## config.mk

```make
export PLATFORM = sky130hd
export DESIGN_NAME = hpt_front
export DESIGN_NICKNAME = d
export VERILOG_FILES = /design/src/sv/hpt_pkg.sv /design/src/sv/hpt_front.sv
export SDC_FILE = /design/constraint.sdc
export NUM_CORES = 1
export LEC_CHECK = 0
export BUFFER_PORTS_ARGS = -buffer_cell sky130_fd_sc_hd__buf_2
export CAP_MARGIN = 25
export CORE_UTILIZATION = 55
export CTS_CLUSTER_SIZE = 14
export DETAILED_ROUTE_END_ITERATION = 6
export GPL_ROUTABILITY_DRIVEN = 0
export GPL_TIMING_DRIVEN = 0
export HOLD_SLACK_MARGIN = 0.15
export PLACE_DENSITY = 0.77
export SYNTH_ARGS = -nofsm -noshare
export SYNTH_HDL_FRONTEND = slang
export SYNTH_SLANG_ARGS = --single-unit
```

## constraint.sdc

```tcl
create_clock -name clk -period 3.28 [get_ports clk]
set_input_delay 0.328 -clock clk [delete_from_list [all_inputs] [get_ports clk]]
set_output_delay 0.328 -clock clk [all_outputs]
set_load 0.01 [all_outputs]
```

## src/sv/hpt_pkg.sv

```systemverilog
// Shared types and constants for the homogeneous point transform.
package hpt_pkg;

  // Item kind carried on the input tuser bit.
  typedef enum logic {
    KIND_LOAD  = 1'b0,
    KIND_XFORM = 1'b1
  } kind_t;

  localparam int IDX_W       = 4;
  localparam int COEFF_COUNT = 12;
  localparam int ROWS        = 3;
  localparam int COLS        = 4;

  // Command queue between front and back.
  localparam int QUEUE_DEPTH = 4;
  localparam int QPTR_W      = $clog2(QUEUE_DEPTH);
  localparam int QCNT_W      = $clog2(QUEUE_DEPTH + 1);

endpackage

```

## src/sv/hpt_front.sv

```systemverilog
// Front end: accepts items, drops out-of-range loads, queues commands for the back end.
module hpt_front #(
  parameter int CW = 32
) (
  input  logic                      clk,
  input  logic                      rst_n,
  input  logic                      in_valid,
  output logic                      in_ready,
  input  hpt_pkg::kind_t            in_kind,
  input  logic [hpt_pkg::IDX_W-1:0] in_idx,
  input  logic [CW-1:0]             in_value,
  input  logic [CW-1:0]             in_x,
  input  logic [CW-1:0]             in_y,
  input  logic [CW-1:0]             in_z,
  output logic                      q_valid,
  input  logic                      q_ready,
  output hpt_pkg::kind_t            q_kind,
  output logic [hpt_pkg::IDX_W-1:0] q_idx,
  output logic [CW-1:0]             q_value,
  output logic [CW-1:0]             q_x,
  output logic [CW-1:0]             q_y,
  output logic [CW-1:0]             q_z
);

  hpt_pkg::kind_t            kind_q  [hpt_pkg::QUEUE_DEPTH];
  logic [hpt_pkg::IDX_W-1:0] idx_q   [hpt_pkg::QUEUE_DEPTH];
  logic [CW-1:0]             value_q [hpt_pkg::QUEUE_DEPTH];
  logic [CW-1:0]             x_q     [hpt_pkg::QUEUE_DEPTH];
  logic [CW-1:0]             y_q     [hpt_pkg::QUEUE_DEPTH];
  logic [CW-1:0]             z_q     [hpt_pkg::QUEUE_DEPTH];

  logic [hpt_pkg::QPTR_W-1:0] wr_ptr_r, wr_ptr_nxt;
  logic [hpt_pkg::QPTR_W-1:0] rd_ptr_r, rd_ptr_nxt;
  logic [hpt_pkg::QCNT_W-1:0] cnt_r, cnt_nxt;

  logic accept, drop, push, pop;

  assign in_ready = (cnt_r != hpt_pkg::QCNT_W'(hpt_pkg::QUEUE_DEPTH));
  assign accept   = in_valid && in_ready;
  // loads to a coefficient slot that does not exist are swallowed here
  assign drop     = (in_kind == hpt_pkg::KIND_LOAD) &&
                    (in_idx >= hpt_pkg::IDX_W'(hpt_pkg::COEFF_COUNT));
  assign push     = accept && !drop;
  assign pop      = q_valid && q_ready;

  assign q_valid = (cnt_r != '0);
  assign q_kind  = kind_q[rd_ptr_r];
  assign q_idx   = idx_q[rd_ptr_r];
  assign q_value = value_q[rd_ptr_r];
  assign q_x     = x_q[rd_ptr_r];
  assign q_y     = y_q[rd_ptr_r];
  assign q_z     = z_q[rd_ptr_r];

  always_comb begin
    wr_ptr_nxt = push ? wr_ptr_r + 1'b1 : wr_ptr_r;
    rd_ptr_nxt = pop ? rd_ptr_r + 1'b1 : rd_ptr_r;
    cnt_nxt    = cnt_r;
    if (push && !pop) begin
      cnt_nxt = cnt_r + 1'b1;
    end else if (pop && !push) begin
      cnt_nxt = cnt_r - 1'b1;
    end
  end

  always_ff @(posedge clk) begin
    if (!rst_n) begin
      wr_ptr_r <= '0;
      rd_ptr_r <= '0;
      cnt_r    <= '0;
    end else begin
      wr_ptr_r <= wr_ptr_nxt;
      rd_ptr_r <= rd_ptr_nxt;
      cnt_r    <= cnt_nxt;
    end
  end

  always_ff @(posedge clk) begin
    if (push) begin
      kind_q[wr_ptr_r]  <= in_kind;
      idx_q[wr_ptr_r]   <= in_idx;
      value_q[wr_ptr_r] <= in_value;
      x_q[wr_ptr_r]     <= in_x;
      y_q[wr_ptr_r]     <= in_y;
      z_q[wr_ptr_r]     <= in_z;
    end
  end

endmodule

```

==> results.json <==
{
  "synthCells": 744,
  "fin_area_um2": 24800,
  "initial_utilization_pct": 56.4,
  "status": "finished, final reports clean",
  "antenna_found_initial": 4,
  "worstPathRequired_ps": 2950,
  "combPwrFrac_pct": 22.4,
  "start_kind": "flip-flop",
  "first_pass_iters": 5,
  "synth.net_count": 887,
  "grt.overflow.total": 0,
  "dp_hpwl_um": 22400,
  "worstPathMaxFanout": 10,
  "p_sw_mw": 4.71,
  "cts_tree": "yes",
  "final_core_util_pct": 71.0,
  "hold_viol_final": 0,
  "drv_cap": 0,
  "wl_per_cell_um": 23.3,
  "grt_max_degree": 56,
  "crit_type": "reg2out",
  "remaining_drc_errors": 0,
  "yosysSeqAreaShare_pct": 82.2,
  "synth_area_per_cell_um2": 26.4,
  "final_cell_mix": "532 x edfxtp_1, 286 x buf_2, 133 x mux4_2, 133 x dlygate4sd3_1, 55 x clkbuf_16",
  "grt_first_pass_wirelength_um": 59200,
  "rows": 68,
  "first_iter_violations": 540,
  "routed_wl_um": 39900,
  "r2r_end": "x_q[3][26]",
  "port-buffer-count": 270,
  "clockBufferDepth": 3,
  "clock-sinks": 541,
  "leakage_nw": 8.44,
  "finalSetupViolCount": 0,
  "dp_cells": 1477,
  "post-route-min-period_ps": 2680,
  "clk_pin_slew_ps": 50,
  "cp-end-kind": "primary output",
  "htreeDepth": 2,
  "slew_viol_final": 0,
  "power.density_nw_per_um2": 736,
  "die_y_um": 191,
  "die_w_um": 191,
  "r2r_slack_ps": 610,
  "p_clk_share_pct": 31.4,
  "rr_startpoint": "cnt_r[0]",
  "p_int_mw": 13.5,
  "cts_buffers": 53,
  "timing.final.ws_setup_ps": 600,
  "core_area_um2": 34900,
  "grt.total_usage_pct": 22.0,
  "post_drt_via_cell_ratio": 5.58,
  "fin_crit_sh_pct": 81.7,
  "clock_latency_ps": 580,
  "fin_nets": 1353,
  "post-place-ws_ps": 628,
  "clockRootBuffer": "clkbuf_16",
  "final_common_cell": "edfxtp_1",
  "stdcell_count": 1709,
  "rr_worst_depth": 6,
  "layout-drive-gt1-share_pct": 41.1,
  "tightest_slew_ps": 812,
  "vias": 9534,
  "ys_warn_count": 0,
  "fin_worst_skew_ps": 11.5,
  "power_frac_seq_pct": 46.2,
  "synth_area_um2": 19700,
  "fmax_mhz": 373,
  "crit_path_end": "q_y[20]",
  "ios": 272,
  "grt_pass1_vias": 10315,
  "vdd_drop_max_mv": 0.589,
  "switching_share_pct": 25.8,
  "place_area_um2": 21800,
  "crit_arrival_ps": 2350,
  "rsz0062_at_grt": "false",
  "slew_headroom_pct": 45.8,
  "antenna_left": 0,
  "dieArea_um2": 36500,
  "area_growth_pct": 26.0,
  "synth_seq_cells": 541,
  "hold_class": "in2reg",
  "ys_types": 23
}
==> sequential cells by signal, summed over array words and instances, names as in the netlist, named ones only <==
| name | count |
|---|---|
| wr_ptr_r | 2 |
| rd_ptr_r | 2 |
| kind_q | 4 |
| cnt_r | 3 |
| value_q | 128 |
| x_q | 128 |
| idx_q | 16 |
| y_q | 128 |
| z_q | 128 |
==> worst min-delay path by stage <==
| stage | start | end | slack (ps) | depth (start not counted) |
|---|---|---|---|---|
| final | rst_n | wr_ptr_r[1] | 200 | 3 |
| after global routing | rst_n | wr_ptr_r[0] | 200 | 3 |
| after CTS | rst_n | wr_ptr_r[1] | 150 | 3 |
| after detailed placement | wr_ptr_r[1] | wr_ptr_r[1] | 500 | 2 |
| after global placement | wr_ptr_r[1] | wr_ptr_r[1] | 480 | 2 |
| after floorplan | in_idx[0] | idx_q[0][0] | 430 | 0 |
==> routing by layer <==
layer,GRT usage [%],part of all wire (%),vias up
li1,-,-,4151
met1,27.8,39,4950
met2,37.4,51,379
met3,5.89,8.2,54
met4,6.75,1.9,0
met5,0,0,-
==> cells by family (layout without fill, tap and decap cells) <==
group	count (synthesis)	in the layout	synth area share, %
buffers and inverters	35	542	1.11
other	0	3	0
DFF	541	541	82.2
and+or+nand+nor	17	17	0.528
xor gates and xnor gates	4	4	0.178
AOI/OAI and AO/OA	5	5	0.197
muxes	136	136	15.4
adders and majority gates	6	6	0.420
==> critical path, stage by stage (launching register included) <==
cell and delay [ps]:
dfxtp_1 300, buf_2 200, buf_2 380, buf_2 350, mux4_2 370, buf_2 160
==> what timing repair did <==
item / in CTS / in global routing
setup endpoints to repair: 0 / 0
hold buffers: 133 / 0
resized for setup: 0 / 0
hold endpoints to repair: 532 / 0
setup buffers: 0 / 0
==> Yosys cell counts <==
| library cell | number | area share (%) |
|---|---|---|
| ha_1 | 5 | 0.32 |
| a21boi_0 | 1 | 0.038 |
| o211a_1 | 1 | 0.051 |
| or3_2 | 2 | 0.076 |
| buf_2 | 16 | 0.41 |
| dfxtp_1 | 9 | 0.92 |
| o21ai_0 | 1 | 0.025 |
| inv_1 | 3 | 0.057 |
| and2_1 | 4 | 0.13 |
| buf_6 | 9 | 0.52 |
| o311ai_0 | 1 | 0.045 |
| and2_2 | 4 | 0.15 |
| mux2i_1 | 3 | 0.15 |
| fa_1 | 1 | 0.10 |
| edfxtp_1 | 532 | 81 |
| o31ai_1 | 1 | 0.038 |
| or3b_1 | 1 | 0.045 |
| xnor2_1 | 3 | 0.13 |
| nand2_1 | 5 | 0.095 |
| nor2b_1 | 1 | 0.032 |
| mux4_2 | 133 | 15 |
| clkbuf_1 | 7 | 0.13 |
| xor2_1 | 1 | 0.045 |
==> metrics by stage <==
step | setup TNS [ps] | hold slack (ps) | total power, mW
floorplan | 0 | 427 | 11.0
global placement | -520240 | 482 | 12.5
detailed placement | 0 | 499 | 12.5
CTS | 0 | 154 | 18.4
global route | 0 | 200 | 18.9
finish | 0 | 199 | 18.2
==> area by class of cell <==
type / instances / area, um2
diodes: 3 / 7.51
plain buffers: 32 / 208
clock buffers: 68 / 1430
clock inverters: 28 / 215
fillers: 2044 / 10100
inverters: 3 / 11.3
multi-input cells: 168 / 3290
flip-flops and latches: 541 / 16200
well taps: 455 / 569
repair buffers: 411 / 2900
==> power groups by stage <==
stage | Clock (mW) | Combinational (mW) | Sequential [mW]
final | 5.73 | 4.09 | 8.41
after floorplan | 0 | 2.51 | 8.53
after CTS | 5.82 | 4.14 | 8.41
after global routing | 6.08 | 4.39 | 8.46
after detailed placement | 0 | 3.99 | 8.54
after global placement | 0 | 3.87 | 8.58
Power figures use the tool's default switching activity.
